<file path="config.mk">
export PLATFORM = sky130hd
export DESIGN_NAME = motor_drive_output_stage_core
export DESIGN_NICKNAME = d
export VERILOG_FILES = /design/src/hw/rtl/mdos_pkg.sv /design/src/hw/rtl/mdos_mix.sv /design/src/hw/rtl/mdos_shape.sv /design/src/hw/rtl/motor_drive_output_stage_core.sv
export VERILOG_INCLUDE_DIRS = /design/src /design/src/hw/rtl
export SDC_FILE = /design/constraint.sdc
export NUM_CORES = 2
export LEC_CHECK = 0
export BUFFER_PORTS_ARGS = -buffer_cell sky130_fd_sc_hd__buf_2
export CORE_UTILIZATION = 36
export CTS_CLUSTER_DIAMETER = 200
export DETAILED_ROUTE_END_ITERATION = 8
export MAX_ROUTING_LAYER = met4
export PLACE_DENSITY = 0.62
export SLEW_MARGIN = 15
export SYNTH_ARGS = -nofsm -noshare
export SYNTH_HDL_FRONTEND = slang
export SYNTH_SLANG_ARGS = --single-unit
</file>
<file path="constraint.sdc">
create_clock -name clk -period 41.2 [get_ports clk]
set_clock_uncertainty 0.1 [all_clocks]
set_input_delay 4.12 -clock clk [delete_from_list [all_inputs] [get_ports clk]]
set_output_delay 4.12 -clock clk [all_outputs]
set_load 0.02 [all_outputs]
</file>
<file path="src/hw/rtl/motor_drive_output_stage_core_macros.svh">
// ----------------------------------------------------------------------------
// Assertion macros for the motor drive output stage
// Concurrent checks sampled on clk, switched off while rst is high.
// ----------------------------------------------------------------------------
`ifndef MOTOR_DRIVE_OUTPUT_STAGE_CORE_MACROS_SVH
`define MOTOR_DRIVE_OUTPUT_STAGE_CORE_MACROS_SVH

// Consequent must hold in the same cycle as the antecedent.
`define MDOS_ASSERT_SAME(label, ante, cons, msg) \
  label: assert property (@(posedge clk) disable iff (rst) (ante) |-> (cons)) \
    else $error(msg);

// Consequent must hold in the cycle after the antecedent.
`define MDOS_ASSERT_NEXT(label, ante, cons, msg) \
  label: assert property (@(posedge clk) disable iff (rst) (ante) |=> (cons)) \
    else $error(msg);

`endif

</file>
<file path="src/hw/rtl/mdos_pkg.sv">
`timescale 1ns / 1ps
// ----------------------------------------------------------------------------
// mdos_pkg
// Shared types and constants for the motor drive output stage.
// ----------------------------------------------------------------------------
package mdos_pkg;

  // Working width of a mixed drive: brake product needs 26 bits plus negation.
  localparam int DRIVE_W = 27;
  // Width for slew arithmetic (drive minus previous drive).
  localparam int WIDE_W  = 28;
  localparam int PREV_W  = 15;
  localparam int DUTY_W  = 14;
  localparam int GAIN_W  = 8;
  localparam int LIMIT_W = 16;
  localparam int CFG_IDX_W  = 2;
  localparam int CFG_DATA_W = 16;

  // Register indexes
  localparam logic [CFG_IDX_W-1:0] REG_BRAKE_GAIN       = 2'd0;
  localparam logic [CFG_IDX_W-1:0] REG_SLEW_STEP        = 2'd1;
  localparam logic [CFG_IDX_W-1:0] REG_DUTY_MAX         = 2'd2;
  localparam logic [CFG_IDX_W-1:0] REG_FAST_WHEEL_LIMIT = 2'd3;

  // Reset values
  localparam logic [GAIN_W-1:0]         BRAKE_GAIN_RST       = 8'd30;
  localparam logic [DUTY_W-1:0]         SLEW_STEP_RST        = 14'd5000;
  localparam logic [DUTY_W-1:0]         DUTY_MAX_RST         = 14'd9999;
  localparam logic signed [LIMIT_W-1:0] FAST_WHEEL_LIMIT_RST = 16'sd100;

  // Protect mode codes
  localparam logic [1:0] MODE_BALANCE_ONLY = 2'd2;
  localparam logic [1:0] MODE_STEER_ONLY   = 2'd3;

  typedef logic signed [DRIVE_W-1:0] drive_t;
  typedef logic signed [WIDE_W-1:0]  wide_t;
  typedef logic signed [PREV_W-1:0]  prev_t;
  typedef logic [DUTY_W-1:0]         duty_t;

  // Shaping controls shared by both wheel shapers
  typedef struct packed {
    logic  slew_en;
    duty_t slew_step;
    duty_t duty_max;
  } shape_ctrl_t;

endpackage

</file>
<file path="src/hw/rtl/mdos_mix.sv">
`timescale 1ns / 1ps
// ----------------------------------------------------------------------------
// mdos_mix
// Wheel drive mixing (brake, protect modes, normal) and ramp quartering.
// ----------------------------------------------------------------------------
module mdos_mix
  import mdos_pkg::*;
(
  input  logic signed [16:0]        balance_drive,
  input  logic signed [13:0]        steer_drive,
  input  logic                      stop_request,
  input  logic [1:0]                protect_mode,
  input  logic                      ramp_section,
  input  logic signed [15:0]        left_count,
  input  logic signed [15:0]        right_count,
  input  logic signed [16:0]        speed_sum,
  input  logic [GAIN_W-1:0]         brake_gain,
  input  logic signed [LIMIT_W-1:0] fast_wheel_limit,
  output drive_t                    left_mixed,
  output drive_t                    right_mixed
);

  // Divide by four, truncating toward zero: bias negatives by three first.
  function automatic drive_t quarter(input drive_t d);
    drive_t bias;
    bias = drive_t'({d[DRIVE_W-1], d[DRIVE_W-1]});
    return (d + bias) >>> 2;
  endfunction

  logic signed [25:0] brake_prod;
  drive_t brake;
  drive_t bal;
  drive_t steer;
  drive_t left_raw;
  drive_t right_raw;

  assign brake_prod = speed_sum * $signed({1'b0, brake_gain});
  assign brake      = -drive_t'(brake_prod);
  assign bal        = drive_t'(balance_drive);
  assign steer      = drive_t'(steer_drive);

  always_comb begin
    if (stop_request) begin
      left_raw  = brake;
      right_raw = brake;
    end else if (protect_mode == MODE_BALANCE_ONLY) begin
      left_raw  = bal;
      right_raw = bal;
    end else if (protect_mode == MODE_STEER_ONLY) begin
      left_raw  = -steer;
      right_raw = steer;
    end else begin
      left_raw  = bal - steer;
      right_raw = bal + steer;
    end
  end

  assign left_mixed  = (ramp_section && (left_count > fast_wheel_limit)) ?
                       quarter(left_raw) : left_raw;
  assign right_mixed = (ramp_section && (right_count > fast_wheel_limit)) ?
                       quarter(right_raw) : right_raw;

endmodule

</file>
<file path="src/hw/rtl/mdos_shape.sv">
`timescale 1ns / 1ps
// ----------------------------------------------------------------------------
// mdos_shape
// Per-wheel slew limit, saturation and H-bridge duty split.
// ----------------------------------------------------------------------------
module mdos_shape
  import mdos_pkg::*;
(
  input  drive_t      drive,
  input  prev_t       prev,
  input  shape_ctrl_t ctrl,
  output prev_t       shaped,
  output duty_t       forward_duty,
  output duty_t       reverse_duty
);

  wide_t d;
  wide_t p;
  wide_t step;
  wide_t lim;
  wide_t diff;
  wide_t slewed;
  wide_t clamped;
  wide_t neg;

  assign d    = wide_t'(drive);
  assign p    = wide_t'(prev);
  assign step = wide_t'({1'b0, ctrl.slew_step});
  assign lim  = wide_t'({1'b0, ctrl.duty_max});
  assign diff = d - p;

  always_comb begin
    slewed = d;
    if (ctrl.slew_en) begin
      if (diff > step) begin
        slewed = p + step;
      end else if (diff < -step) begin
        slewed = p - step;
      end
    end
    clamped = slewed;
    if (slewed > lim) begin
      clamped = lim;
    end else if (slewed < -lim) begin
      clamped = -lim;
    end
  end

  assign neg          = -clamped;
  assign shaped       = clamped[PREV_W-1:0];
  assign forward_duty = (clamped > 0) ? clamped[DUTY_W-1:0] : '0;
  assign reverse_duty = (clamped < 0) ? neg[DUTY_W-1:0] : '0;

endmodule

</file>
<file path="src/hw/rtl/motor_drive_output_stage_core.sv">
`timescale 1ns / 1ps
// ----------------------------------------------------------------------------
// motor_drive_output_stage_core
// Mixes balance and steering drives into two H-bridge duty pairs per tick.
// ----------------------------------------------------------------------------
// Usage:
//   Input channel (in_valid/in_ready) takes one control word per tick: drives,
//   mode flags, encoder counts and speed sum. Output channel
//   (out_valid/out_ready) gives the four duties for that word.
//   Config channel (cfg_valid/cfg_ready, cfg_index, cfg_data) writes
//   brake_gain, slew_step, duty_max, fast_wheel_limit; cfg_ready is always
//   high. Write config only while no word is in flight.
// Path: input register, then mixing and shaping logic into the result
//   register; out_valid rises when the word moves on into that register.
// Throughput: one word per cycle while out_ready is high; the previous-drive
//   registers update with the result register, so the next word sees them.
// Stall: when out_ready is low the result register holds; the input register
//   can still take one more word, after which in_ready drops.
// Reset: empties both stages, clears previous drives to zero and loads the
//   register defaults (gain 30, step 5000, duty max 9999, limit 100).
// ----------------------------------------------------------------------------
module motor_drive_output_stage_core
  import mdos_pkg::*;
(
  input  logic                  clk,
  input  logic                  rst,
  // input words
  input  logic                  in_valid,
  output logic                  in_ready,
  input  logic signed [16:0]    balance_drive,
  input  logic signed [13:0]    steer_drive,
  input  logic                  stop_request,
  input  logic [1:0]            protect_mode,
  input  logic                  ramp_section,
  input  logic                  special_section,
  input  logic signed [15:0]    left_count,
  input  logic signed [15:0]    right_count,
  input  logic signed [16:0]    speed_sum,
  // result words
  output logic                  out_valid,
  input  logic                  out_ready,
  output logic [13:0]           left_forward_duty,
  output logic [13:0]           left_reverse_duty,
  output logic [13:0]           right_forward_duty,
  output logic [13:0]           right_reverse_duty,
  // configuration
  input  logic                  cfg_valid,
  output logic                  cfg_ready,
  input  logic [CFG_IDX_W-1:0]  cfg_index,
  input  logic [CFG_DATA_W-1:0] cfg_data
);

  `include "motor_drive_output_stage_core_macros.svh"

  // Config registers
  logic [GAIN_W-1:0]         brake_gain;
  duty_t                     slew_step;
  duty_t                     duty_max;
  logic signed [LIMIT_W-1:0] fast_wheel_limit;

  // Input register
  logic                in_full;
  logic signed [16:0]  bal_q;
  logic signed [13:0]  steer_q;
  logic                stop_q;
  logic [1:0]          mode_q;
  logic                ramp_q;
  logic                special_q;
  logic signed [15:0]  lc_q;
  logic signed [15:0]  rc_q;
  logic signed [16:0]  sum_q;

  // Drive history
  prev_t prev_left;
  prev_t prev_right;

  logic advance;
  logic in_take;

  drive_t      left_mixed;
  drive_t      right_mixed;
  shape_ctrl_t ctrl;
  prev_t       left_next;
  prev_t       right_next;
  duty_t       lf_next;
  duty_t       lr_next;
  duty_t       rf_next;
  duty_t       rr_next;

  // Word in the input register moves on when the result slot is free or emptying
  assign advance   = in_full && (!out_valid || out_ready);
  assign in_ready  = !in_full || advance;
  assign in_take   = in_valid && in_ready;
  assign cfg_ready = 1'b1;

  always_ff @(posedge clk) begin
    if (rst) begin
      brake_gain       <= BRAKE_GAIN_RST;
      slew_step        <= SLEW_STEP_RST;
      duty_max         <= DUTY_MAX_RST;
      fast_wheel_limit <= FAST_WHEEL_LIMIT_RST;
    end else if (cfg_valid && cfg_ready) begin
      unique case (cfg_index)
        REG_BRAKE_GAIN:       brake_gain       <= cfg_data[GAIN_W-1:0];
        REG_SLEW_STEP:        slew_step        <= cfg_data[DUTY_W-1:0];
        REG_DUTY_MAX:         duty_max         <= cfg_data[DUTY_W-1:0];
        REG_FAST_WHEEL_LIMIT: fast_wheel_limit <= $signed(cfg_data[LIMIT_W-1:0]);
        default: ;
      endcase
    end
  end

  always_ff @(posedge clk) begin
    if (rst) begin
      in_full <= 1'b0;
    end else if (in_take) begin
      in_full <= 1'b1;
    end else if (advance) begin
      in_full <= 1'b0;
    end
  end

  always_ff @(posedge clk) begin
    if (in_take) begin
      bal_q     <= balance_drive;
      steer_q   <= steer_drive;
      stop_q    <= stop_request;
      mode_q    <= protect_mode;
      ramp_q    <= ramp_section;
      special_q <= special_section;
      lc_q      <= left_count;
      rc_q      <= right_count;
      sum_q     <= speed_sum;
    end
  end

  mdos_mix u_mix (
    .balance_drive    (bal_q),
    .steer_drive      (steer_q),
    .stop_request     (stop_q),
    .protect_mode     (mode_q),
    .ramp_section     (ramp_q),
    .left_count       (lc_q),
    .right_count      (rc_q),
    .speed_sum        (sum_q),
    .brake_gain       (brake_gain),
    .fast_wheel_limit (fast_wheel_limit),
    .left_mixed       (left_mixed),
    .right_mixed      (right_mixed)
  );

  assign ctrl.slew_en   = ramp_q || special_q;
  assign ctrl.slew_step = slew_step;
  assign ctrl.duty_max  = duty_max;

  mdos_shape u_shape_left (
    .drive        (left_mixed),
    .prev         (prev_left),
    .ctrl         (ctrl),
    .shaped       (left_next),
    .forward_duty (lf_next),
    .reverse_duty (lr_next)
  );

  mdos_shape u_shape_right (
    .drive        (right_mixed),
    .prev         (prev_right),
    .ctrl         (ctrl),
    .shaped       (right_next),
    .forward_duty (rf_next),
    .reverse_duty (rr_next)
  );

  // History follows the word into the result register
  always_ff @(posedge clk) begin
    if (rst) begin
      prev_left  <= '0;
      prev_right <= '0;
    end else if (advance) begin
      prev_left  <= left_next;
      prev_right <= right_next;
    end
  end

  always_ff @(posedge clk) begin
    if (rst) begin
      out_valid <= 1'b0;
    end else if (advance) begin
      out_valid <= 1'b1;
    end else if (out_ready) begin
      out_valid <= 1'b0;
    end
  end

  always_ff @(posedge clk) begin
    if (advance) begin
      left_forward_duty  <= lf_next;
      left_reverse_duty  <= lr_next;
      right_forward_duty <= rf_next;
      right_reverse_duty <= rr_next;
    end
  end

  // Checks
  `MDOS_ASSERT_SAME(a_left_one_side, out_valid,
    (left_forward_duty == '0) || (left_reverse_duty == '0),
    "left duties both active")
  `MDOS_ASSERT_SAME(a_duty_bound, out_valid,
    (left_forward_duty <= duty_max) && (left_reverse_duty <= duty_max) &&
    (right_forward_duty <= duty_max) && (right_reverse_duty <= duty_max),
    "duty beyond duty_max")
  `MDOS_ASSERT_SAME(a_ready_only_when_blocked, !in_ready,
    in_full && out_valid && !out_ready,
    "input stalled without back-pressure")
  `MDOS_ASSERT_NEXT(a_history_holds, !advance,
    $stable(prev_left) && $stable(prev_right),
    "drive history moved without a word")

endmodule

</file>
==> results.md <==
* Status: finished, final reports clean
* #FFs+latches synth at roughly 230
* HPWL after DPL at 94910 µm
* Remaining Overflow, GRT at 0
* Worst hold path type: flip-flop to flip-flop
* Mux cell area share after synthesis at 1.868%
* Die X at 303.7 µm
* Async S/R FF share, synth at 0%
* Fin crit share at 45.32%
* Hold_buf cts at 0
* Post-CTS Setup Bufs at 0
* Post-synthesis sequential area ratio at a little under a fifth
* Global-route wire length before repair at 179100 µm
* Final WL at 117100 µm
* DR WL/cell at ~22 µm
* # DRC at 0
* Largest net degree at the start of global routing at 85
* Post-synth EDFFs at 141
* Max clock buf depth at 3
* Slowest cell on the critical path: a21oi_1
* Post-Syn Area per Cell at around 8.0 µm²
* Cts repair resizes at 0
* Synth Area in XOR/XNOR at 3.342%
* Clk sink count at around 230
* # rows at 110
* Slew Limit Fails at 0
* RSZ-0062 raised after global routing: no
* Max Fclk at 53.56 MHz
* Family with the most delay on the worst path: compound AO/OA/AOI/OAI gates
* Initial antenna violation count at 1
* Post-route setup TNS at 0 ns
* CTS tree: yes
* Fin. Hold Viols at 0
* Crit Path Class: flip-flop to flip-flop
* Share of post-route cells with drive strength above 1 at 9.036%
* Top cell by count, worst path: ha_1
* CP max FO at 22
* Syn Std Cell Area at 32760 µm²
* CTS root buf: clkbuf_16
* Synth cell types at 121
* Vias in the first global route at between 20000 and 30000
* Post-synthesis adder-cell area fraction at about a quarter
* P&R area growth vs syn at 8.348%
* Post-synthesis compound-gate area fraction at about a quarter
* CORE AREA at 90010 µm²
* Synthesized Nets at between 4000 and 5000
* Slew at the pin closest to its max-slew limit at around 1.2 ns
* Worst path depth at 62
* Layout net count at approximately 4800
* Data arrival, critical path at 18.92 ns
* Clock-pin slew on the worst setup and hold paths at 0.06 ns
* Hold Path Cell Cnt at 2
* Worst-Skew Late Latency at 0.62 ns
* Largest family of logic cells by synthesized area: compound AO/OA/AOI/OAI gates
* Yosys warning count at 0
* Final min period at 18.67 ns
* Simple logic cell fraction of the synthesized area at between 20% and 30%
* Max-Slew Margin vs Limit at between 20% and 30%
* H-tree depth at 1
* Mapped Cells at between 4000 and 5000
* GP Congestion at approximately 1.0
* Crit path required time at 41.45 ns
* Die area at 92220 µm²
* Die height at 303.7 µm
* Vias per cell at a little under 6
* DR iter-0 viols at approximately 3300
* I/O pin cnt at 167
* Most used flip-flop cell after synthesis: edfxtp_1
* Final setup violation count at 0
* Port Buffers at about 170
* Max Cap Viol at 0
* Critical path's largest stage delay at 0.90 ns
* Total number of vias at 31739
* Antenna viol nets, final at 0
* CP startpoint kind: flip-flop
* Drt pass-1 iters at 6
* Initial Utilization at between 30% and 40%
* CTS buffer count at 25
* CP endpoint kind: flip-flop
* Tot GR Track Use at between 20 and 30%
* WP buf/inv at 4
* R2R cell count at 62
cells in the final DEF, fill, tap and decap left out, drive strengths merged, types with 84 or more instances in the layout:
cell	n
ha	425
nor2	364
inv	363
nand2	348
a21oi	311
buf	206
o21ai	191
and2	144
edfxtp	141
nor3	121
fa	121
xnor2	95
a21o	91
dfxtp	84
through the flow:
stage	instance area [µm²]	hold WS [ns]	util (%)	instances	setup slack (ns)
after floorplan	32760	0.3363	-	4074	26.04
after global placement	34620	0.3423	38.47	5291	23.47
after detailed placement	34620	0.3470	38.47	5291	23.09
after CTS	35490	0.3551	39.43	5337	23.03
after global routing	35490	0.3810	39.43	5337	21.36
final	35500	0.3535	39.44	5338	22.53
logic make-up after synthesis:
group           after synthesis
compound gates             1152
flops                       225
buf+inv                     526
fa+ha+maj                   546
mux                          58
other cells                   1
xor+xnor                    125
simple gates               1441
registers in the layout (all words and copies together) (netlist names):
| name | flops |
|---|---|
| mode_q | 2 |
| prev_right | 15 |
| right_forward_duty | 14 |
| ramp_q | 1 |
| rc_q | 16 |
| bal_q | 17 |
| in_full | 1 |
| brake_gain | 8 |
| steer_q | 14 |
| out_valid | 1 |
| slew_step | 14 |
| special_q | 1 |
| fast_wheel_limit | 16 |
| right_reverse_duty | 14 |
| lc_q | 16 |
| left_forward_duty | 14 |
| duty_max | 14 |
| stop_q | 1 |
| sum_q | 17 |
| left_reverse_duty | 14 |
| prev_left | 15 |
layout make-up:
cell class / count / area [µm²]
multi-input combinational: 3323 / 24750
clock inverter: 9 / 116.4
antenna: 1 / 2.502
tap: 1176 / 1471
inverter: 361 / 1355
timing repair buffer: 206 / 1134
sequential: 225 / 5916
fill: 9358 / 54510
clock buffer: 37 / 753.2
Yosys cell counts, types with 17 or more instances:
master    count  area (µm²)
dfxtp_1      84        1682
nand3_1      78       390.4
and2_1      144       900.9
ha_1        425        5318
or3_1        31       193.9
a211o_1      24       210.2
buf_2        23       115.1
a21o_1       91       683.2
a211oi_1     63       473.0
o31ai_1      25       187.7
mux2i_1      39       390.4
o21a_1       55       412.9
nor2b_1      58       362.9
o22ai_1      18       112.6
nand4_1      62       387.9
clkbuf_1    118       442.9
mux2_2       17       191.4
edfxtp_1    141        4234
and3_1       41       256.5
nor3_1      121       605.6
a21oi_1     308        1541
nor4_1       26       162.7
nor2_1      362        1359
xnor2_1      95       832.1
o211ai_1     53       397.9
xor2_1       30       262.8
fa_1        121        2422
inv_1       358        1344
a31oi_1      49       306.5
nand2b_1     41       256.5
nand2_1     347        1303
nand3b_1     22       165.2
o21ai_0     177       885.9
worst paths after layout:
check / startpoint / endpoint / slack (ns)
hold reg to reg: fast_wheel_limit[15] / fast_wheel_limit[15] / 0.35
setup / recovery: brake_gain[1] / right_reverse_duty[8] / 22.53
setup reg to reg: brake_gain[1] / right_reverse_duty[8] / 22.53
hold / removal: fast_wheel_limit[15] / fast_wheel_limit[15] / 0.35
routing by layer:
layer,share of wire [%],track usage [%],up-vias
met4,3.6,8.452,0
met2,44,38.37,1323
met1,45,34.84,15213
met5,0,-,-
met3,8.0,3.013,201
li1,-,-,15002
tightest hold or removal path: stages (launching register included):
cell and delay (ns):
dfxtp_1 0.31, nand2_1 0.05, a21oi_1 0.05
Power is left out: the tool's default activity adds up to more than one toggle a clock period on the data nets, which glitch-free logic cannot reach.
